==> src/hw/rtl/tcpq_pkg.sv <==
`default_nettype none
// ----------------------------------------------------------------------------
// tcpq_pkg
// Shared types and codes for the two-class strict-priority queue: operation
// and status codes, and the command and status groups between the
// controller and the datapath.
// ----------------------------------------------------------------------------
package tcpq_pkg;

    // width of the value and removed-value fields
    localparam int VALUE_W  = 32;
    localparam int STATUS_W = 3;

    // request operation codes
    localparam logic OP_INSERT = 1'b0;
    localparam logic OP_REMOVE = 1'b1;

    // class select on insert
    localparam logic CLASS_HIGH = 1'b1;

    // result status codes
    typedef enum logic [STATUS_W-1:0] {
        ST_INSERTED  = 3'd0,
        ST_OVERFLOW  = 3'd1,
        ST_FROM_HIGH = 3'd2,
        ST_FROM_LOW  = 3'd3,
        ST_EMPTY     = 3'd4
    } t_status;

    // controller states
    typedef enum logic {
        S_IDLE,
        S_REPLY
    } t_state;

    // commands from controller to datapath
    typedef struct packed {
        logic    load;
        logic    push_high;
        logic    push_low;
        logic    pop_high;
        logic    pop_low;
        t_status status;
    } t_cmd;

    // ring occupancy flags from datapath to controller
    typedef struct packed {
        logic high_full;
        logic low_full;
        logic high_empty;
        logic low_empty;
    } t_stat;

endpackage
`default_nettype wire

==> src/hw/rtl/tcpq_ram.sv <==
`default_nettype none
// ----------------------------------------------------------------------------
// tcpq_ram
// Generic simple dual-port RAM: one write port, one read port with
// registered read data.
// ----------------------------------------------------------------------------
module tcpq_ram #(
    parameter int WIDTH = 32,
    parameter int DEPTH = 32
) (
    input  wire logic                     i_clk,
    input  wire logic                     i_we,
    input  wire logic [$clog2(DEPTH)-1:0] i_waddr,
    input  wire logic [WIDTH-1:0]         i_wdata,
    input  wire logic                     i_re,
    input  wire logic [$clog2(DEPTH)-1:0] i_raddr,
    output logic      [WIDTH-1:0]         o_rdata
);

    logic [WIDTH-1:0] r_mem [DEPTH];
    logic [WIDTH-1:0] r_rdata;

    // write port
    always_ff @(posedge i_clk) begin
        if (i_we) begin
            r_mem[i_waddr] <= i_wdata;
        end
    end

    // registered read port
    always_ff @(posedge i_clk) begin
        if (i_re) begin
            r_rdata <= r_mem[i_raddr];
        end
    end

    assign o_rdata = r_rdata;

endmodule
`default_nettype wire

==> src/hw/rtl/tcpq_ctrl.sv <==
`default_nettype none
// ----------------------------------------------------------------------------
// tcpq_ctrl
// Request controller: accepts a request, picks the ring operation from the
// opcode, class and ring occupancy, and strobes the result in the next cycle.
// ----------------------------------------------------------------------------
module tcpq_ctrl (
    input  wire logic           i_clk,
    input  wire logic           i_rst_n,
    input  wire logic           i_start,
    input  wire logic           i_op,
    input  wire logic           i_high_class,
    input  wire tcpq_pkg::t_stat i_stat,
    output tcpq_pkg::t_cmd      o_cmd,
    output logic                o_busy,
    output logic                o_valid
);

    tcpq_pkg::t_state r_state;
    tcpq_pkg::t_state n_state;

    // state register
    always_ff @(posedge i_clk) begin
        if (!i_rst_n) begin
            r_state <= tcpq_pkg::S_IDLE;
        end else begin
            r_state <= n_state;
        end
    end

    // next state and commands
    always_comb begin
        n_state          = r_state;
        o_cmd            = '0;
        o_cmd.status     = tcpq_pkg::ST_EMPTY;
        o_busy           = 1'b0;
        o_valid          = 1'b0;
        case (r_state)
            tcpq_pkg::S_IDLE: begin
                if (i_start) begin
                    o_cmd.load = 1'b1;
                    n_state    = tcpq_pkg::S_REPLY;
                    if (i_op == tcpq_pkg::OP_INSERT) begin
                        if (i_high_class == tcpq_pkg::CLASS_HIGH) begin
                            if (i_stat.high_full) begin
                                o_cmd.status = tcpq_pkg::ST_OVERFLOW;
                            end else begin
                                o_cmd.push_high = 1'b1;
                                o_cmd.status    = tcpq_pkg::ST_INSERTED;
                            end
                        end else begin
                            if (i_stat.low_full) begin
                                o_cmd.status = tcpq_pkg::ST_OVERFLOW;
                            end else begin
                                o_cmd.push_low = 1'b1;
                                o_cmd.status   = tcpq_pkg::ST_INSERTED;
                            end
                        end
                    end else if (!i_stat.high_empty) begin
                        o_cmd.pop_high = 1'b1;
                        o_cmd.status   = tcpq_pkg::ST_FROM_HIGH;
                    end else if (!i_stat.low_empty) begin
                        o_cmd.pop_low = 1'b1;
                        o_cmd.status  = tcpq_pkg::ST_FROM_LOW;
                    end else begin
                        o_cmd.status = tcpq_pkg::ST_EMPTY;
                    end
                end
            end
            tcpq_pkg::S_REPLY: begin
                o_busy  = 1'b1;
                o_valid = 1'b1;
                n_state = tcpq_pkg::S_IDLE;
            end
            default: begin
                n_state = tcpq_pkg::S_IDLE;
            end
        endcase
    end

endmodule
`default_nettype wire

==> src/hw/rtl/tcpq_dpath.sv <==
`default_nettype none
// ----------------------------------------------------------------------------
// tcpq_dpath
// Ring datapath: the two element stores, their head, tail and count
// registers, and the result status and removed-value output.
// ----------------------------------------------------------------------------
module tcpq_dpath #(
    parameter int DEPTH      = 32,
    parameter int DATA_WIDTH = 32
) (
    input  wire logic                            i_clk,
    input  wire logic                            i_rst_n,
    input  wire tcpq_pkg::t_cmd                  i_cmd,
    input  wire logic [tcpq_pkg::VALUE_W-1:0]    i_value,
    output tcpq_pkg::t_stat                      o_stat,
    output logic      [tcpq_pkg::STATUS_W-1:0]   o_status,
    output logic      [tcpq_pkg::VALUE_W-1:0]    o_removed_value
);

    localparam int PTR_W = $clog2(DEPTH);
    localparam int CNT_W = $clog2(DEPTH + 1);
    localparam int EXT_W = (DATA_WIDTH > tcpq_pkg::VALUE_W) ? DATA_WIDTH : tcpq_pkg::VALUE_W;
    localparam logic [PTR_W-1:0] PTR_LAST = PTR_W'(DEPTH - 1);
    localparam logic [CNT_W-1:0] CNT_FULL = CNT_W'(DEPTH);

    logic [PTR_W-1:0] r_high_head;
    logic [PTR_W-1:0] r_high_tail;
    logic [CNT_W-1:0] r_high_count;
    logic [PTR_W-1:0] r_low_head;
    logic [PTR_W-1:0] r_low_tail;
    logic [CNT_W-1:0] r_low_count;
    tcpq_pkg::t_status r_status;

    logic [EXT_W-1:0]      wide_value;
    logic [DATA_WIDTH-1:0] wr_data;
    logic [DATA_WIDTH-1:0] high_rdata;
    logic [DATA_WIDTH-1:0] low_rdata;
    logic [DATA_WIDTH-1:0] sel_rdata;
    logic [tcpq_pkg::VALUE_W-1:0] ext_rdata;

    // wrap-around increment
    function automatic logic [PTR_W-1:0] ptr_next(input logic [PTR_W-1:0] ptr);
        ptr_next = (ptr == PTR_LAST) ? '0 : ptr + 1'b1;
    endfunction

    // occupancy flags
    assign o_stat.high_full  = (r_high_count == CNT_FULL);
    assign o_stat.low_full   = (r_low_count == CNT_FULL);
    assign o_stat.high_empty = (r_high_count == '0);
    assign o_stat.low_empty  = (r_low_count == '0);

    // stored element: low bits of the value, zero-extended for wide stores
    assign wide_value = EXT_W'(i_value);
    assign wr_data    = wide_value[DATA_WIDTH-1:0];

    // high ring pointers and count
    always_ff @(posedge i_clk) begin
        if (!i_rst_n) begin
            r_high_head  <= '0;
            r_high_tail  <= '0;
            r_high_count <= '0;
        end else if (i_cmd.push_high) begin
            r_high_tail  <= ptr_next(r_high_tail);
            r_high_count <= r_high_count + 1'b1;
        end else if (i_cmd.pop_high) begin
            r_high_head  <= ptr_next(r_high_head);
            r_high_count <= r_high_count - 1'b1;
        end
    end

    // low ring pointers and count
    always_ff @(posedge i_clk) begin
        if (!i_rst_n) begin
            r_low_head  <= '0;
            r_low_tail  <= '0;
            r_low_count <= '0;
        end else if (i_cmd.push_low) begin
            r_low_tail  <= ptr_next(r_low_tail);
            r_low_count <= r_low_count + 1'b1;
        end else if (i_cmd.pop_low) begin
            r_low_head  <= ptr_next(r_low_head);
            r_low_count <= r_low_count - 1'b1;
        end
    end

    // result status register
    always_ff @(posedge i_clk) begin
        if (i_cmd.load) begin
            r_status <= i_cmd.status;
        end
    end

    // element stores
    tcpq_ram #(
        .WIDTH (DATA_WIDTH),
        .DEPTH (DEPTH)
    ) u_high_ram (
        .i_clk   (i_clk),
        .i_we    (i_cmd.push_high),
        .i_waddr (r_high_tail),
        .i_wdata (wr_data),
        .i_re    (i_cmd.pop_high),
        .i_raddr (r_high_head),
        .o_rdata (high_rdata)
    );

    tcpq_ram #(
        .WIDTH (DATA_WIDTH),
        .DEPTH (DEPTH)
    ) u_low_ram (
        .i_clk   (i_clk),
        .i_we    (i_cmd.push_low),
        .i_waddr (r_low_tail),
        .i_wdata (wr_data),
        .i_re    (i_cmd.pop_low),
        .i_raddr (r_low_head),
        .o_rdata (low_rdata)
    );

    // pick the ring that was popped
    assign sel_rdata = (r_status == tcpq_pkg::ST_FROM_HIGH) ? high_rdata : low_rdata;

    // sign-extend the stored element to the output width
    for (genvar gi = 0; gi < tcpq_pkg::VALUE_W; gi++) begin : g_ext
        if (gi < DATA_WIDTH) begin : g_bit
            assign ext_rdata[gi] = sel_rdata[gi];
        end else begin : g_sign
            assign ext_rdata[gi] = sel_rdata[DATA_WIDTH-1];
        end
    end

    // result outputs
    assign o_status        = r_status;
    assign o_removed_value = (r_status == tcpq_pkg::ST_FROM_HIGH ||
                              r_status == tcpq_pkg::ST_FROM_LOW) ? ext_rdata : '0;

endmodule
`default_nettype wire

==> src/hw/rtl/two_class_priority_queue.sv <==
`default_nettype none
// ----------------------------------------------------------------------------
// two_class_priority_queue
// Two FIFO rings, high and low priority, behind one request port. Inserts
// go to the ring named by the class bit; removes pop high before low.
// ----------------------------------------------------------------------------
// the result is strobed in the cycle after the request is accepted
// no new request is taken while busy; busy covers the reply cycle,
//   in which the registered store read is presented
// the result is shown for one cycle only; the receiver cannot stall it
// reset clears heads, tails and counts; store contents stay undefined and
//   need no clearing pass
module two_class_priority_queue #(
    parameter int DEPTH      = 32,
    parameter int DATA_WIDTH = 32
) (
    input  wire logic                          i_clk,
    input  wire logic                          i_rst_n,
    input  wire logic                          start,
    output logic                               busy,
    input  wire logic                          i_op,
    input  wire logic [tcpq_pkg::VALUE_W-1:0]  i_value,
    input  wire logic                          i_high_class,
    output logic                               o_valid,
    output logic      [tcpq_pkg::STATUS_W-1:0] o_status,
    output logic      [tcpq_pkg::VALUE_W-1:0]  o_removed_value
);

    tcpq_pkg::t_cmd  cmd;
    tcpq_pkg::t_stat stat;
    logic            ctrl_busy;
    logic            ctrl_valid;

    // request controller
    tcpq_ctrl u_ctrl (
        .i_clk        (i_clk),
        .i_rst_n      (i_rst_n),
        .i_start      (start),
        .i_op         (i_op),
        .i_high_class (i_high_class),
        .i_stat       (stat),
        .o_cmd        (cmd),
        .o_busy       (ctrl_busy),
        .o_valid      (ctrl_valid)
    );

    // rings and result datapath
    tcpq_dpath #(
        .DEPTH      (DEPTH),
        .DATA_WIDTH (DATA_WIDTH)
    ) u_dpath (
        .i_clk           (i_clk),
        .i_rst_n         (i_rst_n),
        .i_cmd           (cmd),
        .i_value         (i_value),
        .o_stat          (stat),
        .o_status        (o_status),
        .o_removed_value (o_removed_value)
    );

    assign busy    = ctrl_busy;
    assign o_valid = ctrl_valid;

    // an accepted request is answered in the next cycle
    a_reply_follows: assert property (@(posedge i_clk) disable iff (!i_rst_n)
        (start && !busy) |=> o_valid)
        else $error("no result after accepted request");

    // one result per request
    a_single_strobe: assert property (@(posedge i_clk) disable iff (!i_rst_n)
        o_valid |=> !o_valid)
        else $error("result strobe held longer than one cycle");

    // nothing removed means a zero value
    a_zero_when_idle: assert property (@(posedge i_clk) disable iff (!i_rst_n)
        (o_valid && (o_status == tcpq_pkg::ST_EMPTY || o_status == tcpq_pkg::ST_INSERTED ||
                     o_status == tcpq_pkg::ST_OVERFLOW)) |-> (o_removed_value == '0))
        else $error("nonzero removed value without a removal");

endmodule
`default_nettype wire

==> config.mk <==
export PLATFORM = sky130hd
export DESIGN_NAME = two_class_priority_queue
export DESIGN_NICKNAME = d
export VERILOG_FILES = /design/src/hw/rtl/tcpq_pkg.sv /design/src/hw/rtl/tcpq_ram.sv /design/src/hw/rtl/tcpq_ctrl.sv /design/src/hw/rtl/tcpq_dpath.sv /design/src/hw/rtl/two_class_priority_queue.sv
export SDC_FILE = /design/constraint.sdc
export NUM_CORES = 2
export LEC_CHECK = 0
export BUFFER_PORTS_ARGS = -buffer_cell sky130_fd_sc_hd__buf_2
export CORE_ASPECT_RATIO = 1.75
export CORE_MARGIN = 3
export CORE_UTILIZATION = 42
export DETAILED_ROUTE_END_ITERATION = 8
export PLACE_DENSITY = 0.66
export SYNTH_ARGS = -nofsm -noshare
export SYNTH_HDL_FRONTEND = slang
export SYNTH_SLANG_ARGS = --single-unit
export TNS_END_PERCENT = 5
==> constraint.sdc <==
create_clock -name i_clk -period 4.3 [get_ports i_clk]
set_input_delay 1.075 -clock i_clk [delete_from_list [all_inputs] [get_ports i_clk]]
set_output_delay 1.075 -clock i_clk [all_outputs]
set_load 0.01 [all_outputs]
-- Word level (Yosys, flattened, before mapping)
Memory sizes are Yosys's and may differ from the RTL's. A register that Yosys moved wholly into a read port is not among the register bits.
Index checks and enable logic that the tools add are counted.
Widths: inputs -> output; s select.
- add/sub/neg operators: 8
- eq/ne operators: 8
- multiplexer cells: 34
- bitwise logic cells: 4
- reductions and logical operators: 8
- operator list (kind ; number):
    $mux 32 ; 2
    $mux 6 ; 4
    $add 5x1->5 const B ; 4
    $eq 5x5->1 const B ; 4
    $mux 5 ; 4
    $mux 8 ; 2
    $mux 1 ; 15
    $add 6x1->6 const B ; 2
    $eq 6x6->1 const B ; 2
    $logic_not 6->1 ; 2
    $mux 3 ; 4
    $sub 6x1->6 const B ; 2
    $eq 3x2->1 const B ; 2
    $mux 2 ; 2
    $not 1->1 ; 4
    $reduce_and 2->1 ; 2
    $reduce_bool 2->1 ; 2
    $pmux 1 s2 ; 1
    $reduce_or 2->1 ; 1
    $logic_or 1x1->1 ; 1
- bits in registers: 36
- memory bits (writable): 2048
- output and inout bits: 37
- word-level logic and storage cells: 72
- memories: 2
- memories (memory ; depth ; width ; read ports ; clocked after memory_dff ; wr ports ; RTL line ; RTL):
    u_dpath.u_high_ram.r_mem ; 32 ; 32 ; 1 ; 1 ; 1 ; tcpq_ram.sv:20 ; logic [WIDTH-1:0] r_mem [DEPTH];
    u_dpath.u_low_ram.r_mem ; 32 ; 32 ; 1 ; 1 ; 1 ; tcpq_ram.sv:20 ;

-- Logic depth before layout (Yosys ltp)
- depth in word-level cells: 8
- mapped depth: 10

-- Hierarchy
From an unflattened synthesis, not the netlist that was laid out.
- cell total of the unflattened synthesis: 4809
- area total of the unflattened synthesis: 84110.7 um^2
- by module, submodules not included (module ; times used ; cells each ; area an instance (um^2) ; sequential area each (um^2)):
    tcpq_ram at u_dpath.u_high_ram ; 1 ; 2260 ; 40811.6 ; 31710.4
    tcpq_ram at u_dpath.u_low_ram ; 1 ; 2260 ; 40805.4 ; 31710.4
    tcpq_dpath ; 1 ; 272 ; 2374.8 ; 730.7
    tcpq_ctrl ; 1 ; 17 ; 118.9 ; 20.0

-- Least setup slack after synthesis
OpenSTA, ideal clock, no wires.
- path kind: in2reg
- start: input i_op
- end: memory u_dpath.u_high_ram.r_mem[15][0], enable pin
- setup time: 0.421 ns
- arrival time: 3.417 ns
- slack: 0.462 ns
- stages on the path: 5
- path buffers: 1
- cells stage by stage: clkbuf_1 > nand4bb_1 > a21oi_2 > nand2_1 > nor2_1
- word-level cells in the longest chain between the ends: 5
- ends and longest elaborated chain (element ; RTL line ; RTL):
    from (decl) ; two_class_priority_queue.sv:21 ; input wire logic i_op,
    $mux 2 ; tcpq_ctrl.sv:43 ; if (i_op == tcpq_pkg::OP_INSERT) begin
    $mux 8 ; tcpq_ctrl.sv:40 ; if (i_start) begin
    $mux 8 ; tcpq_ctrl.sv:38 ; case (r_state)
    $mux 1 ; tcpq_ram.sv:25 ; if (i_we) begin
    $mux 1 (not written as such) ; tcpq_ram.sv:26 ; r_mem[i_waddr] <= i_wdata;
    to (decl) ; tcpq_ram.sv:20 ;
No other way between the ends.

-- Worst setup path after layout
- start: register u_dpath.r_status[2], in the netlist u_dpath.o_status[2]
- end: output o_removed_value[5] (netlist bit)
- word-level cells in the longest chain between the ends: 3
- ends and longest elaborated chain (element ; RTL line ; RTL):
    from (decl) ; tcpq_dpath.sv:32 ; tcpq_pkg::t_status r_status;
    from (signal assigned) ; tcpq_dpath.sv:89 ; r_status <= i_cmd.status;
    $eq 3x2->1, on equally long branches ; tcpq_dpath.sv:121, tcpq_dpath.sv:134, tcpq_dpath.sv:135 ;
    $mux 32 / $logic_or 1x1->1 (equally long branches) ; tcpq_dpath.sv:121, tcpq_dpath.sv:134 ;
    $mux 32 (*) ; tcpq_dpath.sv:135 ; r_status == tcpq_pkg::ST_FROM_LOW) ? ext_rdata : '0;
    to (decl) ; two_class_priority_queue.sv:26 ; output logic [tcpq_pkg::VALUE_W-1:0] o_removed_value
Mark *: on every way between the ends. The rest lies on a longest branch, timed or not.

==> impl_metrics.toml <==
[power]
power.density_nw_per_um2 = 454.0
max-vdd-ir-drop_mv = 0.3430
internal_power_w = 0.03336
pwr-share-comb_pct = 6.4
leakage_nw = 27.83
p_sw_share_pct = 21.67
switching_power_w = 0.009228
seqPwrFrac_pct = 54.7
p_clk_share_pct = 38.9

[drt]
drtPass1Iterations = 5
first_iter_violations = 3724
drtAntennaViolNets = 0
post_drt_wl_per_cell_um = 26.21
wirelength_um = 186500
vias_per_cell = 5.622
vias = 40000
drc = 0

[global_routing]
grt_pass1_wl_um = 277000
grt_antenna_before_repair = 4
grt_max_degree = 94
grt_pass1_vias = 40960
grt-ovfl-total = 0
grtUsageTotal_pct = 18.28

[timing]
finalSetupViolCount = 0
worst_slack_ns = 0.5341
finalHoldViolations = 0
tightestPinTransition_ns = 1.210
rsz0062_at_grt = "false"
finalSetupTns_ns = 0
finalCriticalPeriod_ns = 3.766
fin_crit_sh_pct = 87.58
slew_headroom_pct = 19.31
drv_slew = 0
fin_skew_ns = 0.04403
max_freq_mhz = 265.5

[floorplan]
initial_utilization_pct = 42.31
io_pins = 74
core_um2 = 196400
rows = 215
fp.dieArea_um2 = 203400
fp.dieH_um = 594.4
fp.dieW_um = 342.2

[logic_synthesis]
netlist_area_um2 = 83080
synth-seq-cells = 2148
ys_seq_area_share_pct = 77.24
yosysTopAreaCell = "edfxtp_1"
synth_nets = 4218
synth_top_area_share_pct = 76.44
yosysWarnings = 0
syn_avg_cell_area_um2 = 19.99
synth_area_leaders = "edfxtp_1 (76%), mux2i_1 (8.2%), mux4_2 (6.9%), a22o_1 (1.0%), a22oi_1 (0.85%)"
ys.flop_type = "edfxtp_1"
synthDistinctLibCells = 57
synth_edf_count = 2115
synth_cells = 4157
synthArstFlopShare_pct = 0

[worst_setup_path]
cp_slowest_stage_delay_ns = 0.61
startpoint_type = "register"
crit_fanout = 24
crit_slowest_cell = "nand2b_2"
end_kind = "output port"
crit_arrival_ns = 2.69
worstSetupPathType = "reg2out"
required_ns = 3.22
worstPathCellList = "nand2b_2 -> buf_4 -> nor2_1 -> buf_2"

[clock_tree]
cts_tree = "yes"
clk_latency_ns = 0.83
cts-root-buf = "clkbuf_16"
clockBufferDepth = 3
postCtsHoldBufs = 0
post-cts-setup-buffer-count = 0
clkTransAtPathRegs_ns = 0.06
htree_levels = 4
cts.repair.resized = 0
cts_made_buffers = 190
clock-sinks = 2148

[job]
max-cap-violations = 0

[outcome]
run_status = "completed"

[place]
portBuffers = 73
gp_congestion = 0.7933
dp_slack_ns = 0.5209
hpwl_um = 114700

[worst_hold_path]
hold_class = "in2reg"

[cells_and_area]
synthToLayoutAreaGrowth_pct = 12.90
drive_gt1_share_pct = 18.87
final_nets = 4410
critical path: cells and delay by family, from the launching register on:
family	cells	cell delay [ns]
simple gates	2	0.84
buf+inv	2	0.63
flops	1	0.37
cell type report:
cell class	instances	area, um^2
inverters	11	41.29
fillers	16010	102600
clock inverters	116	1096
well taps	2604	3258
multi-input cells	1767	18460
repair buffers	231	1802
diodes	2	5.005
flip-flops and latches	2148	64190
clock buffers	236	4949
metal layers:
layer / global-route usage (%) / part of all wire [%] / vias to the layer above
li1: - / - / 17480
met1: 23.30 / 39 / 21130
met2: 32.77 / 54 / 1142
met3: 2.140 / 4.6 / 250
met4: 5.279 / 2.2 / 2
met5: 0 / 0.0064 / -
sequential cells by signal (all words and copies together) (netlist names):
| register | cells |
|---|---|
| u_ctrl.r_state | 1 |
| u_dpath.r_high_tail | 5 |
| u_dpath.r_low_head | 5 |
| u_dpath.o_status | 3 |
| u_dpath.r_low_count | 6 |
| u_dpath.u_low_ram.r_mem | 1024 |
| u_dpath.r_low_tail | 5 |
| u_dpath.u_low_ram.o_rdata | 32 |
| u_dpath.u_high_ram.o_rdata | 32 |
| u_dpath.r_high_head | 5 |
| u_dpath.u_high_ram.r_mem | 1024 |
| u_dpath.r_high_count | 6 |
power by group through the flow:
| stage | logic, W | clock network (W) | registers, W |
|---|---|---|---|
| global route | 0.00293 | 0.0177 | 0.0233 |
| detailed placement | 0.00275 | 0 | 0.0237 |
| floorplan | 0.00169 | 0 | 0.0237 |
| global placement | 0.00271 | 0 | 0.0237 |
| finish | 0.00271 | 0.0166 | 0.0233 |
| CTS | 0.00276 | 0.0169 | 0.0233 |
through the flow:
step | hold WS [ns] | total power [W] | util [%] | instances | area, um^2
after floorplan | 0.4457 | 0.02536 | - | 4157 | 83080
after global placement | 0.4672 | 0.02645 | 44.69 | 6761 | 87760
after detailed placement | 0.4820 | 0.02649 | 44.69 | 6761 | 87760
after CTS | 0.3961 | 0.04297 | 47.77 | 7113 | 93800
after global routing | 0.4237 | 0.04397 | 47.77 | 7114 | 93800
final | 0.4620 | 0.04259 | 47.77 | 7115 | 93810
logic make-up after synthesis:
group	synth area share, %
flops	77.24
mux	15.17
compound gates	3.924
simple gates	2.032
buf+inv	1.197
fa+ha+maj	0.3795
xor+xnor	0.06325
synthesized netlist by cell type (all sizes together), types with 2 or more instances:
cell and instances:
nand4b 3, o21ai 15, or3b 3, nand4 2, nand3b 10, a22o 98, a22oi 94, a21boi 14
or2 3, nand3 7, nand2b 7, or3 4, ha 22, o21bai 2, a31oi 67, xnor2 4
nor3 52, o221ai 64, xor2 2, buf 112, a211oi 2, or4b 3, a21o 5, mux4 256
or4 4, o31ai 3, inv 11, edfxtp 2115, and2 6, mux2i 683, nor2b 14, dfxtp 33
nor4 2, nand2 94, a21oi 79, and3 20, fa 2, clkbuf 119, nor2 114
placed cells by master (no fill, tap or decap), types with 5 or more instances in the layout:
master,Yosys,routed
a21boi_0,11,11
a21oi_1,78,78
a22o_1,98,98
a22oi_1,94,94
a31oi_1,67,67
and3_1,20,20
buf_12,0,20
buf_2,60,73
buf_4,1,138
bufinv_16,0,15
clkbuf_1,119,45
clkbuf_16,0,191
clkinv_1,0,46
clkinv_2,0,35
dfxtp_1,33,27
dfxtp_4,0,6
edfxtp_1,2115,2115
ha_1,22,22
inv_1,9,7
inv_6,0,8
mux2i_1,683,683
mux4_2,256,256
nand2_1,93,93
nand2b_2,0,5
nand3_1,7,7
nand3b_1,10,10
nor2_1,113,46
nor2_4,1,67
nor2b_1,14,10
nor3_1,52,52
o21ai_0,14,14
o221ai_1,64,64
final timing paths:
path                                             start                               end  depth (start not counted)  slack (ns)
worst min-delay path                       i_value[17]  u_dpath.u_high_ram.r_mem[22][17]                          1        0.46
worst max-delay path               u_dpath.o_status[2]                o_removed_value[5]                          4        0.53
worst max register to register  u_dpath.r_low_count[0]            u_dpath.r_low_count[5]                         11        1.21
worst min register to register  u_dpath.r_low_count[5]            u_dpath.r_low_count[5]                          2        0.49
Note: power is estimated with default switching activity, not from simulation.
